--- config.mk ---
export PLATFORM = sky130hd
export DESIGN_NAME = tls_client_hello_field_extractor_unit
export DESIGN_NICKNAME = d
export VERILOG_FILES = /design/src/design/tlsche_pkg.sv /design/src/design/tls_client_hello_field_extractor_unit.sv /design/src/design/tlsche_parser.sv /design/src/design/tlsche_out_queue.sv
export SDC_FILE = /design/constraint.sdc
export NUM_CORES = 2
export LEC_CHECK = 0
export ABC_AREA = 0
export BUFFER_PORTS_ARGS = -buffer_cell sky130_fd_sc_hd__buf_2
export CORE_UTILIZATION = 45
export CTS_BUF_LIST = sky130_fd_sc_hd__clkbuf_4 sky130_fd_sc_hd__clkbuf_8
export DETAILED_ROUTE_END_ITERATION = 8
export MAX_ROUTING_LAYER = met4
export PLACE_DENSITY = 0.58
export SLEW_MARGIN = 15
export SYNTH_ARGS = -nofsm -noshare
export SYNTH_HDL_FRONTEND = slang
export SYNTH_SLANG_ARGS = --single-unit
--- constraint.sdc ---
create_clock -name clock -period 18.75 [get_ports clock]
set_clock_uncertainty 0.2 [all_clocks]
set_input_delay 1.875 -clock clock [delete_from_list [all_inputs] [get_ports clock]]
set_output_delay 1.875 -clock clock [all_outputs]
set_load 0.01 [all_outputs]
--- src/design/tlsche_pkg.sv ---
// ----------------------------------------------------------------------------
// tlsche_pkg
// Shared types, item kinds and protocol constants for the ClientHello
// field extractor.
// ----------------------------------------------------------------------------
package tlsche_pkg;

   localparam int QueueDepth = 4;

   localparam logic [7:0]  REC_HANDSHAKE   = 8'h16;
   localparam logic [7:0]  HS_CLIENT_HELLO = 8'h01;
   localparam logic [15:0] EXT_SNI         = 16'h0000;
   localparam logic [15:0] EXT_GROUPS      = 16'h000a;
   localparam logic [15:0] EXT_POINT_FMTS  = 16'h000b;
   localparam logic [15:0] EXT_SIG_ALGS    = 16'h000d;
   localparam logic [15:0] EXT_ALPN        = 16'h0010;
   localparam logic [15:0] EXT_VERSIONS    = 16'h002b;
   localparam logic [3:0]  NIBBLE_MASK     = 4'hF;
   localparam logic [3:0]  GREASE_NIBBLE   = 4'hA;

   localparam logic [3:0] KIND_VERSION   = 4'd0;
   localparam logic [3:0] KIND_CIPHER    = 4'd1;
   localparam logic [3:0] KIND_EXT_TYPE  = 4'd2;
   localparam logic [3:0] KIND_GROUP     = 4'd3;
   localparam logic [3:0] KIND_POINT_FMT = 4'd4;
   localparam logic [3:0] KIND_SIG_ALG   = 4'd5;
   localparam logic [3:0] KIND_SUP_VER   = 4'd6;
   localparam logic [3:0] KIND_SNI       = 4'd7;
   localparam logic [3:0] KIND_ALPN      = 4'd8;
   localparam logic [3:0] KIND_END       = 4'd9;

   typedef struct packed {
      logic [7:0] data_byte;
      logic       last_byte;
   } req_type;

   typedef struct packed {
      logic [3:0]  field_kind;
      logic [15:0] field_value;
      logic [16:0] text_offset;
      logic [15:0] text_length;
      logic        parse_status;
      logic        message_done;
   } rsp_type;

   typedef struct packed {
      logic    s0_valid;
      rsp_type s0;
      logic    s1_valid;
      rsp_type s1;
   } push_type;

   function automatic logic grease_code(input logic [15:0] v);
      grease_code = (v[11:8] == GREASE_NIBBLE) && (v[3:0] == GREASE_NIBBLE)
                    && (v[15:8] == v[7:0]);
   endfunction

endpackage

--- src/design/tls_client_hello_field_extractor_unit.sv ---
// ----------------------------------------------------------------------------
// tls_client_hello_field_extractor_unit
// Walks a captured TLS record byte by byte and reports ClientHello fields.
// ----------------------------------------------------------------------------
// One byte is taken per cycle while req_ready is high, and its items enter
// the result queue at the accepting edge, so the first result is offered in
// the following cycle. A byte yields at most a field item plus, on the final
// byte, the end item; the four-entry result queue drains one item per cycle
// and holds req_ready low while fewer than two entries are free. With the
// result side always ready, the sustained rate is one byte per cycle with no
// hold: a double push only happens on a final byte, and the header bytes of
// the next record push no field item, so the queue never fills.
module tls_client_hello_field_extractor_unit #(
   parameter int QueueDepth = tlsche_pkg::QueueDepth
) (
   input  logic                clock,
   input  logic                reset,
   input  logic                req_valid,
   output logic                req_ready,
   input  tlsche_pkg::req_type req_data,
   output logic                rsp_valid,
   input  logic                rsp_ready,
   output tlsche_pkg::rsp_type rsp_data
);
   import tlsche_pkg::*;

   push_type push;
   logic     take;

   assign take = req_valid && req_ready;

   tlsche_parser u_parser (
      .clock    (clock),
      .reset    (reset),
      .take     (take),
      .req_data (req_data),
      .push     (push)
   );

   tlsche_out_queue #(.Depth(QueueDepth)) u_queue (
      .clock     (clock),
      .reset     (reset),
      .push      (push),
      .room      (req_ready),
      .rsp_valid (rsp_valid),
      .rsp_ready (rsp_ready),
      .rsp_data  (rsp_data)
   );

endmodule

--- src/design/tlsche_parser.sv ---
// ----------------------------------------------------------------------------
// tlsche_parser
// Byte-wide ClientHello walker: one accepted byte per cycle, up to one field
// item plus the end item per byte.
// ----------------------------------------------------------------------------
module tlsche_parser (
   input  logic                clock,
   input  logic                reset,
   input  logic                take,
   input  tlsche_pkg::req_type req_data,
   output tlsche_pkg::push_type push
);
   import tlsche_pkg::*;

   typedef enum logic [4:0] {
      PH_HDR = 5'd0, PH_VER = 5'd1, PH_RANDOM = 5'd2, PH_SIDLEN = 5'd3,
      PH_SID = 5'd4, PH_CSLEN = 5'd5, PH_CIPHER = 5'd6, PH_COMPLEN = 5'd7,
      PH_COMP = 5'd8, PH_EXTSLEN = 5'd9, PH_EXTHDR = 5'd10, PH_SKIP = 5'd11,
      PH_SNI_LIST = 5'd12, PH_SNI_TYPE = 5'd13, PH_SNI_NLEN = 5'd14,
      PH_LIST_LEN = 5'd15, PH_U16_LIST = 5'd16, PH_BYTE_LIST = 5'd17,
      PH_ALPN_LIST = 5'd18, PH_ALPN_LEN = 5'd19, PH_ALPN_STR = 5'd20,
      PH_DONE = 5'd21, PH_FAIL = 5'd22
   } phase_type;

   phase_type   phase_ff, phase_in;
   logic [16:0] pos_ff, pos_in;
   logic [15:0] rlen_ff, rlen_in;
   logic [16:0] hs_end_ff, hs_end_in;
   logic [16:0] sec_end_ff, sec_end_in;
   logic [16:0] exts_end_ff, exts_end_in;
   logic [15:0] ext_kind_ff, ext_kind_in;
   logic [16:0] ext_end_ff, ext_end_in;
   logic [16:0] list_end_ff, list_end_in;
   logic [23:0] acc_ff, acc_in;
   logic [7:0]  alpn_char_ff, alpn_char_in;
   logic        failed_ff, failed_in;

   logic [7:0]  b;
   logic [23:0] acc;
   logic [17:0] p, p1, t, hs, sec, ee, le, elen, n, lim;
   logic        fval;
   rsp_type     fitem, eitem;
   logic        go_cs, go_comp, go_exts, go_ext, go_alpn, hdr1, bad;

   always_comb begin
      b = req_data.data_byte;
      acc = {acc_ff[15:0], b};
      p = {1'b0, pos_ff};
      p1 = p + 18'd1;
      hs = {1'b0, hs_end_ff};
      sec = {1'b0, sec_end_ff};
      ee = {1'b0, ext_end_ff};
      le = {1'b0, list_end_ff};
      elen = ee - sec;
      t = '0;
      n = '0;
      lim = '0;
      hdr1 = 1'b0;
      bad = 1'b0;
      go_cs = 1'b0;
      go_comp = 1'b0;
      go_exts = 1'b0;
      go_ext = 1'b0;
      go_alpn = 1'b0;
      fval = 1'b0;
      fitem = '0;
      eitem = '0;
      phase_in = phase_ff;
      pos_in = pos_ff;
      rlen_in = rlen_ff;
      hs_end_in = hs_end_ff;
      sec_end_in = sec_end_ff;
      exts_end_in = exts_end_ff;
      ext_kind_in = ext_kind_ff;
      ext_end_in = ext_end_ff;
      list_end_in = list_end_ff;
      acc_in = acc_ff;
      alpn_char_in = alpn_char_ff;
      failed_in = failed_ff;

      case (phase_ff)
         PH_HDR: begin
            acc_in = acc;
            if (pos_ff == 17'd0 && b != REC_HANDSHAKE) begin
               failed_in = 1'b1; phase_in = PH_FAIL;
            end else begin
               if (pos_ff == 17'd3 || pos_ff == 17'd4) rlen_in = {rlen_ff[7:0], b};
               if (pos_ff == 17'd5 && b != HS_CLIENT_HELLO) begin
                  failed_in = 1'b1; phase_in = PH_FAIL;
               end else begin
                  if (pos_ff == 17'd5) acc_in = '0;
                  if (pos_ff == 17'd8) begin
                     if ({1'b0, acc} + 25'd4 > {9'd0, rlen_in}) begin
                        failed_in = 1'b1; phase_in = PH_FAIL;
                     end else begin
                        hs_end_in = 17'(acc + 24'd9);
                        if (17'd11 > hs_end_in) begin
                           failed_in = 1'b1; phase_in = PH_FAIL;
                        end else begin
                           phase_in = PH_VER; sec_end_in = 17'd11; acc_in = '0;
                        end
                     end
                  end
               end
            end
         end
         PH_VER: begin
            acc_in = acc;
            if (p1 == sec) begin
               fval = 1'b1;
               fitem.field_kind = KIND_VERSION;
               fitem.field_value = acc[15:0];
               t = p + 18'd33;
               sec_end_in = t[16:0];
               if (t > hs) begin
                  failed_in = 1'b1; phase_in = PH_FAIL;
               end else phase_in = PH_RANDOM;
            end
         end
         PH_RANDOM: begin
            if (p1 == sec) begin
               if (p + 18'd2 > hs) begin
                  failed_in = 1'b1; phase_in = PH_FAIL;
               end else phase_in = PH_SIDLEN;
            end
         end
         PH_SIDLEN: begin
            t = p1 + {10'd0, b};
            if (t > hs) begin
               failed_in = 1'b1; phase_in = PH_FAIL;
            end else if (b == 8'd0) go_cs = 1'b1;
            else begin
               phase_in = PH_SID; sec_end_in = t[16:0];
            end
         end
         PH_SID: go_cs = (p1 == sec);
         PH_CSLEN: begin
            acc_in = acc;
            if (p1 == sec) begin
               n = {2'd0, acc[15:0]};
               t = p1 + n;
               if (n[0] || t > hs) begin
                  failed_in = 1'b1; phase_in = PH_FAIL;
               end else if (n == 18'd0) go_comp = 1'b1;
               else begin
                  phase_in = PH_CIPHER; sec_end_in = t[16:0]; acc_in = '0;
               end
            end
         end
         PH_CIPHER: begin
            acc_in = acc;
            if ((sec_end_ff[0] ^ pos_ff[0]) && !grease_code(acc[15:0])) begin
               fval = 1'b1;
               fitem.field_kind = KIND_CIPHER;
               fitem.field_value = acc[15:0];
            end
            go_comp = (p1 == sec);
         end
         PH_COMPLEN: begin
            t = p1 + {10'd0, b};
            if (t > hs) begin
               failed_in = 1'b1; phase_in = PH_FAIL;
            end else if (b == 8'd0) go_exts = 1'b1;
            else begin
               phase_in = PH_COMP; sec_end_in = t[16:0];
            end
         end
         PH_COMP: go_exts = (p1 == sec);
         PH_EXTSLEN: begin
            acc_in = acc;
            if (p1 == sec) begin
               t = p1 + {2'd0, acc[15:0]};
               if (t > hs) begin
                  failed_in = 1'b1; phase_in = PH_FAIL;
               end else begin
                  exts_end_in = t[16:0]; go_ext = 1'b1;
               end
            end
         end
         PH_EXTHDR: begin
            acc_in = acc;
            if (p + 18'd3 == sec) ext_kind_in = acc[15:0];
            if (p1 == sec) begin
               n = {2'd0, acc[15:0]};
               t = p1 + n;
               if (t > {1'b0, exts_end_ff}) phase_in = PH_DONE;
               else begin
                  if (!grease_code(ext_kind_ff)) begin
                     fval = 1'b1;
                     fitem.field_kind = KIND_EXT_TYPE;
                     fitem.field_value = ext_kind_ff;
                  end
                  ext_end_in = t[16:0];
                  sec_end_in = p1[16:0];
                  acc_in = '0;
                  case (ext_kind_ff)
                     EXT_SNI: phase_in = (n >= 18'd5) ? PH_SNI_LIST : PH_SKIP;
                     EXT_GROUPS, EXT_SIG_ALGS:
                        phase_in = (n >= 18'd2) ? PH_LIST_LEN : PH_SKIP;
                     EXT_POINT_FMTS, EXT_VERSIONS:
                        phase_in = (n >= 18'd1) ? PH_LIST_LEN : PH_SKIP;
                     EXT_ALPN: phase_in = (n >= 18'd2) ? PH_ALPN_LIST : PH_SKIP;
                     default: phase_in = PH_SKIP;
                  endcase
               end
            end
         end
         PH_SNI_LIST: begin
            acc_in = acc;
            if (p == sec + 18'd1) begin
               n = {2'd0, acc[15:0]};
               if (n + 18'd2 > elen) phase_in = PH_SKIP;
               else begin
                  list_end_in = n[16:0]; phase_in = PH_SNI_TYPE;
               end
            end
         end
         PH_SNI_TYPE: begin
            if (b != 8'd0) phase_in = PH_SKIP;
            else begin
               phase_in = PH_SNI_NLEN; acc_in = '0;
            end
         end
         PH_SNI_NLEN: begin
            acc_in = acc;
            if (p == sec + 18'd4) begin
               n = {2'd0, acc[15:0]};
               if (le >= 18'd3 && n <= le - 18'd3 && n <= elen - 18'd5) begin
                  fval = 1'b1;
                  fitem.field_kind = KIND_SNI;
                  fitem.text_offset = p1[16:0];
                  fitem.text_length = n[15:0];
               end
               phase_in = PH_SKIP;
            end
         end
         PH_LIST_LEN: begin
            acc_in = acc;
            hdr1 = (ext_kind_ff == EXT_POINT_FMTS) || (ext_kind_ff == EXT_VERSIONS);
            if (p1 == sec + (hdr1 ? 18'd1 : 18'd2)) begin
               n = hdr1 ? {10'd0, acc[7:0]} : {2'd0, acc[15:0]};
               lim = elen - (hdr1 ? 18'd1 : 18'd2);
               if (n > lim) n = lim;
               if (ext_kind_ff != EXT_POINT_FMTS) n[0] = 1'b0;
               if (n == 18'd0) phase_in = PH_SKIP;
               else begin
                  t = p1 + n;
                  list_end_in = t[16:0];
                  phase_in = (ext_kind_ff == EXT_POINT_FMTS) ? PH_BYTE_LIST : PH_U16_LIST;
                  acc_in = '0;
               end
            end
         end
         PH_U16_LIST: begin
            acc_in = acc;
            if ((list_end_ff[0] ^ pos_ff[0]) && !grease_code(acc[15:0])) begin
               fval = 1'b1;
               fitem.field_kind = (ext_kind_ff == EXT_GROUPS) ? KIND_GROUP :
                                  (ext_kind_ff == EXT_SIG_ALGS) ? KIND_SIG_ALG : KIND_SUP_VER;
               fitem.field_value = acc[15:0];
            end
            if (p1 >= le) phase_in = PH_SKIP;
         end
         PH_BYTE_LIST: begin
            fval = 1'b1;
            fitem.field_kind = KIND_POINT_FMT;
            fitem.field_value = {8'd0, b};
            if (p1 >= le) phase_in = PH_SKIP;
         end
         PH_ALPN_LIST: begin
            acc_in = acc;
            if (p == sec + 18'd1) begin
               n = {2'd0, acc[15:0]};
               if (n + 18'd2 > elen) phase_in = PH_SKIP;
               else begin
                  t = p1 + n;
                  list_end_in = t[16:0];
                  go_alpn = 1'b1;
               end
            end
         end
         PH_ALPN_LEN: begin
            t = p1 + {10'd0, b};
            if (b == 8'd0 || t > ee) phase_in = PH_SKIP;
            else begin
               acc_in = {6'd0, p1};
               sec_end_in = t[16:0];
               phase_in = PH_ALPN_STR;
            end
         end
         PH_ALPN_STR: begin
            if ({6'd0, p} == acc_ff) alpn_char_in = b;
            if (p1 == sec) begin
               n = sec - acc_ff[17:0];
               if (n == 18'd2 && alpn_char_in == b && b[3:0] == GREASE_NIBBLE) go_alpn = 1'b1;
               else begin
                  fval = 1'b1;
                  fitem.field_kind = KIND_ALPN;
                  fitem.text_offset = acc_ff[16:0];
                  fitem.text_length = n[15:0];
                  phase_in = PH_SKIP;
               end
            end
         end
         default: ;
      endcase

      if (go_cs) begin
         if (p1 + 18'd2 > hs) begin
            failed_in = 1'b1; phase_in = PH_FAIL;
         end else begin
            t = p1 + 18'd2;
            phase_in = PH_CSLEN; sec_end_in = t[16:0]; acc_in = '0;
         end
      end
      if (go_comp) begin
         if (p1 + 18'd1 > hs) begin
            failed_in = 1'b1; phase_in = PH_FAIL;
         end else phase_in = PH_COMPLEN;
      end
      if (go_exts) begin
         if (p1 + 18'd2 > hs) phase_in = PH_DONE;
         else begin
            t = p1 + 18'd2;
            phase_in = PH_EXTSLEN; sec_end_in = t[16:0]; acc_in = '0;
         end
      end
      if (go_alpn) begin
         if (p1 >= {1'b0, list_end_in} || p1 >= ee) phase_in = PH_SKIP;
         else phase_in = PH_ALPN_LEN;
      end
      if (go_ext || (phase_in >= PH_SKIP && phase_in <= PH_ALPN_STR
                     && p1 >= {1'b0, ext_end_in})) begin
         if (p1 + 18'd4 > {1'b0, exts_end_in}) phase_in = PH_DONE;
         else begin
            t = p1 + 18'd4;
            phase_in = PH_EXTHDR; sec_end_in = t[16:0]; acc_in = '0;
         end
      end

      if (pos_ff != '1) pos_in = pos_ff + 17'd1;

      if (req_data.last_byte) begin
         bad = failed_in || phase_in == PH_HDR || p1 < 18'd5 + {2'd0, rlen_in};
         eitem.field_kind = KIND_END;
         eitem.parse_status = bad;
         eitem.message_done = 1'b1;
         phase_in = PH_HDR;
         pos_in = '0;
         rlen_in = '0;
         hs_end_in = '0;
         sec_end_in = '0;
         exts_end_in = '0;
         ext_kind_in = '0;
         ext_end_in = '0;
         list_end_in = '0;
         acc_in = '0;
         alpn_char_in = '0;
         failed_in = 1'b0;
      end

      push.s0_valid = take && (fval || req_data.last_byte);
      push.s0 = fval ? fitem : eitem;
      push.s1_valid = take && fval && req_data.last_byte;
      push.s1 = eitem;
   end

   always_ff @(posedge clock) begin
      if (reset) begin
         phase_ff <= PH_HDR;
         pos_ff <= '0;
         rlen_ff <= '0;
         hs_end_ff <= '0;
         sec_end_ff <= '0;
         exts_end_ff <= '0;
         ext_kind_ff <= '0;
         ext_end_ff <= '0;
         list_end_ff <= '0;
         acc_ff <= '0;
         alpn_char_ff <= '0;
         failed_ff <= 1'b0;
      end else if (take) begin
         phase_ff <= phase_in;
         pos_ff <= pos_in;
         rlen_ff <= rlen_in;
         hs_end_ff <= hs_end_in;
         sec_end_ff <= sec_end_in;
         exts_end_ff <= exts_end_in;
         ext_kind_ff <= ext_kind_in;
         ext_end_ff <= ext_end_in;
         list_end_ff <= list_end_in;
         acc_ff <= acc_in;
         alpn_char_ff <= alpn_char_in;
         failed_ff <= failed_in;
      end
   end

endmodule

--- src/design/tlsche_out_queue.sv ---
// ----------------------------------------------------------------------------
// tlsche_out_queue
// Small result queue: takes up to two items per cycle, hands out one.
// ----------------------------------------------------------------------------
module tlsche_out_queue #(
   parameter int Depth = tlsche_pkg::QueueDepth
) (
   input  logic                 clock,
   input  logic                 reset,
   input  tlsche_pkg::push_type push,
   output logic                 room,
   output logic                 rsp_valid,
   input  logic                 rsp_ready,
   output tlsche_pkg::rsp_type  rsp_data
);
   import tlsche_pkg::*;

   localparam int AW = $clog2(Depth);
   localparam int CW = $clog2(Depth + 1);

   rsp_type         mem_ff [Depth];
   logic [AW-1:0]   wr_ff, wr_in, rd_ff, rd_in, wr1;
   logic [CW-1:0]   cnt_ff, cnt_in;
   logic            pop;

   always_comb begin
      pop = rsp_valid && rsp_ready;
      wr1 = wr_ff + AW'(1);
      wr_in = wr_ff + AW'(push.s0_valid) + AW'(push.s1_valid);
      rd_in = rd_ff + AW'(pop);
      cnt_in = cnt_ff + CW'(push.s0_valid) + CW'(push.s1_valid) - CW'(pop);
   end

   assign room = cnt_ff <= CW'(Depth - 2);
   assign rsp_valid = cnt_ff != '0;
   assign rsp_data = mem_ff[rd_ff];

   always_ff @(posedge clock) begin
      if (reset) begin
         wr_ff <= '0;
         rd_ff <= '0;
         cnt_ff <= '0;
      end else begin
         wr_ff <= wr_in;
         rd_ff <= rd_in;
         cnt_ff <= cnt_in;
      end
      if (push.s0_valid) mem_ff[wr_ff] <= push.s0;
      if (push.s1_valid) mem_ff[wr1] <= push.s1;
   end

endmodule

==> summary.md <==
| Metric | Value |
|---|---|
| Routed wirelength normalized by instance count | 30.21 um |
| Endpoint of the worst hold-timing path | u_queue.mem_ff[3][34] |
| GPL Wtd Cong | 1.126 |
| Wire length of the first global-routing pass | ~260 mm |
| Share of total power in the clock network | 0.219 |
| Biggest area consumer among synthesized cells | sky130_fd_sc_hd__dfxtp_1 |
| Average cell area after synthesis | approximately 7.8 um^2 |
| Most used flip-flop cell after synthesis | sky130_fd_sc_hd__dfxtp_1 |
| Minimum clock period | 12.05 ns |
| Antenna Violating Nets Remaining | 0 |
| Fraction of layout instances using a drive strength above 1 | 0.1009 |
| Final Net Count | 5230 |
| Via count of the routed design | around 40000 |
| X dimension of the die | ~290 um |
| Summed instance area of the synthesized netlist | between 30000 and 40000 um^2 |
| Relative slew slack | 0.1277 |
| Critical Path Source | u_parser.sec_end_ff[2] |
| Inserted Clock Buffers | 77 |
| Required time worst endpoint | between 15 and 20 ns |
| Worst voltage drop across the vdd grid | about 98 uV |
| Floorplan die height | approximately 290 um |
| Ratio of routed vias to standard cells | between 6 and 7 |
| Pins over their slew limit | 0 |
| Source-to-sink clock delay at the later pin of the worst-skew pair | between 0.7 and 0.8 ns |
| Startpoint of the lowest-slack hold path | u_queue.mem_ff[3][34] |
| Number of nets produced by synthesis | roughly 5200 |
| Setup TNS | 0 ns |
| LEAKAGE | approximately 17 nW |
| Number of flip-flops and latches in the synthesized netlist | between 300 and 400 |
| DRT Pass-1 Iters | 8 |
| Number of clock sinks | approximately 400 |
| Total number of placement rows | 105 |
| Hold Fails Final Rpt | 0 |
| Global routing usage summed across all routing layers | 0.4230 |
| Clock buffer depth | 3 |
| Slew @ Worst Pin | 1.304 ns |
| Starting utilization of the core area | 0.4567 |
| Leading cell type in the layout, fill and taps excluded | sky130_fd_sc_hd__nor2_1 |
| HP Class | flip-flop to flip-flop |
| Maxcap violations | 0 |
| Number of enable-type register cells in the synthesized netlist | 16 |
| Kind of critical path | flip-flop to flip-flop |
| Number of warnings issued by yosys | 0 |
| Number of resized instances in the post-cts repair step | 0 |
| Sequential cell area fraction in the yosys report | 0.2166 |
| Final WL | between 150 and 200 mm |
| DRC marker count from the first detailed-route iteration | between 5000 and 6000 |
| Htree depth | 3 |
| Min-Delay Path Depth | 2 |
| Power density over the cells | roughly 110 nW/um^2 |
| Maximum fanout count along the critical path | 19 |
| Number of global-route vias before repair | approximately 37000 |
| Finish-stage setup viols | 0 |
| Internal portion of total power | approximately 0.0024 W |
| Die Outline Area | around 85000 um^2 |
| I/O pin count | 70 |
| Share of the synthesized area in the top cell type | 0.2038 |
| Cell with the biggest individual delay on the critical path | sky130_fd_sc_hd__dfxtp_1 |
| Overflow left after global routing | 0 |
| Nature of the critical path endpoint | flip-flop |
| Setup repair after global routing missed its margin | no |
| Worst reg-to-reg path cell count | 51 |
| Switch share | 0.4760 |
| Fraction of registers with async set/reset | 0 |
| Worst EP arrival | roughly 13 ns |
| Clock slew seen by the registers of the worst setup and hold paths | roughly 0.06 ns |
| Std-Cell Core Area | around 82000 um^2 |
| Buffer count from post-CTS setup fixing | 0 |
| Fin crit share | 0.6429 |
| Delay of the slowest cell on the worst path | 0.81 ns |
| Portion of total power attributed to sequential cells | 0.226 |
| Largest cells by area after synthesis | sky130_fd_sc_hd__dfxtp_1 (20%), sky130_fd_sc_hd__ha_1 (13%), sky130_fd_sc_hd__nor2_1 (6.3%) |
| Post-CTS Hold Fix Bufs | 0 |
| Peak Freq | a little over 80 MHz |
| Startpoint type of the worst setup path | flip-flop |
| RR Endpoint | u_parser.sec_end_ff[0] |
| Area of all placed cells without fillers | 41100 um^2 |
| Number of port buffers | between 60 and 70 |
| Largest net degree at the start of global routing | a little under 80 |
| Cell Area, Placed | a little under 40000 um^2 |
| Number of antenna violations at the first check in global routing | 10 |
| TritonCTS clock tree | done |
| Net switching component of the power | approximately 0.0022 W |
| R2R Setup Slk | ~6.7 ns |
| Commonest cells after routing, fill and taps aside | sky130_fd_sc_hd__nor2_1 (627), sky130_fd_sc_hd__ha_1 (405), sky130_fd_sc_hd__dfxtp_1 (380), sky130_fd_sc_hd__nand2_1 (306), sky130_fd_sc_hd__a21oi_1 (280) |
| Library cell appearing most often on the critical path | sky130_fd_sc_hd__o21ai_0 |
| Gate Count Post-Synth | around 4800 |
| Detailed placer's ending HPWL | between 100 and 150 mm |
| Area Growth Syn to Fin | 9.264% |
| Share of total power in combinational logic | 0.555 |
| # DRC | 0 |
| Origin of the critical flop-to-flop path | u_parser.sec_end_ff[2] |
| Run status | finished clean |
| CTS root buf | sky130_fd_sc_hd__clkbuf_8 |
| Synth cell types | 101 |
## Yosys cell counts (55+ instances only)
master,instances
sky130_fd_sc_hd__ha_1,405
sky130_fd_sc_hd__dfxtp_1,383
sky130_fd_sc_hd__o21ai_0,237
sky130_fd_sc_hd__o22ai_1,56
sky130_fd_sc_hd__nor4_1,72
sky130_fd_sc_hd__nor2b_1,68
sky130_fd_sc_hd__nand2_1,307
sky130_fd_sc_hd__xnor2_1,232
sky130_fd_sc_hd__a21oi_1,280
sky130_fd_sc_hd__mux4_2,55
sky130_fd_sc_hd__a22oi_1,76
sky130_fd_sc_hd__a21o_1,82
sky130_fd_sc_hd__nor3_1,136
sky130_fd_sc_hd__nand3_1,118
sky130_fd_sc_hd__xor2_1,97
sky130_fd_sc_hd__a211oi_1,124
sky130_fd_sc_hd__mux2i_1,164
sky130_fd_sc_hd__inv_1,201
sky130_fd_sc_hd__nand2b_1,56
sky130_fd_sc_hd__nand4_1,103
sky130_fd_sc_hd__nor2_1,636
sky130_fd_sc_hd__clkbuf_1,213
## worst max path at each step
stage / endpoint / cells after the start
6_report: u_parser.sec_end_ff[0] / 51
5_1_grt: u_parser.sec_end_ff[0] / 51
2_1_floorplan: u_parser.acc_ff[17] / 52
3_3_place_gp: u_parser.sec_end_ff[0] / 43
4_1_cts: u_parser.sec_end_ff[0] / 51
3_5_place_dp: u_parser.sec_end_ff[0] / 51
## sequential cells by signal, summed over array words and instances, names as in the netlist
signal / count
u_parser.ext_end_ff: 17
u_parser.ext_kind_ff: 16
u_parser.failed_ff: 1
u_parser.acc_ff: 24
u_parser.sec_end_ff: 17
u_parser.pos_ff: 17
u_parser.hs_end_ff: 17
u_parser.alpn_char_ff: 8
u_queue.wr_ff: 2
u_queue.mem_ff: 220
u_parser.exts_end_ff: 17
u_parser.phase_ff: 5
u_parser.list_end_ff: 17
u_queue.cnt_ff: 3
u_parser.rlen_ff: 16
u_queue.rd_ff: 2
## per-stage QoR
step / instances / util / hold WS, ns / setup slack, ns / total power [W]
6_report: 5941 / 0.4990 / 0.2632 / 6.696 / 0.004558
5_1_grt: 5939 / 0.4989 / 0.2828 / 6.020 / 0.004744
4_1_cts: 5928 / 0.4984 / 0.2648 / 6.985 / 0.004465
3_5_place_dp: 5794 / 0.4778 / 0.2580 / 7.088 / 0.003463
3_3_place_gp: 5794 / 0.4776 / 0.2467 / 7.224 / 0.003469
2_1_floorplan: 4804 / - / 0.2331 / 8.543 / 0.002655
## per-layer routing
layer	vias up	wire, um	GRT usage	share of wire
met5	-	0	-	0
met3	634	21010	0.1090	0.12
met2	2617	72820	0.5939	0.41
li1	17690	-	-	-
met1	18940	73210	0.5449	0.41
met4	0	12420	0.2422	0.069
## layout make-up
cell class | count | area (um^2)
inverter | 217 | 814.5
fill | 8268 | 41270
timing repair buffer | 202 | 1346
multi-input combinational | 3906 | 27710
antenna | 13 | 32.53
tap | 1070 | 1339
sequential | 399 | 8154
clock buffer | 109 | 1356
clock inverter | 25 | 344.1
## power groups by stage
stage | Clock, W | Combinational [W] | Sequential (W)
global route | 0.00105 | 0.00266 | 0.00104
CTS | 0.00101 | 0.00243 | 0.00103
detailed placement | 0 | 0.00242 | 0.00105
finish | 0.000999 | 0.00253 | 0.00103
floorplan | 0 | 0.00164 | 0.00101
global placement | 0 | 0.00242 | 0.00104
## cells by family after synthesis
kind of cell,Yosys count,share of synthesized area
compound gates,1217,0.2159
xor+xnor,331,0.07780
fa+ha+maj,415,0.1398
buf+inv,499,0.05139
flops,399,0.2166
mux,223,0.07777
simple gates,1720,0.2207
## critical path: cells and delay by family, from the launching register on
kind                     cells  cell delay (ns)
AO/OA/AOI/OAI               25             4.99
XOR/XNOR                     2             0.41
adder cells (fa/ha/maj)      5             1.66
buffers and inverters        4             0.80
flip-flops                   1             0.81
AND/OR/NAND/NOR             15             3.06
Power figures use the tool's default switching activity.
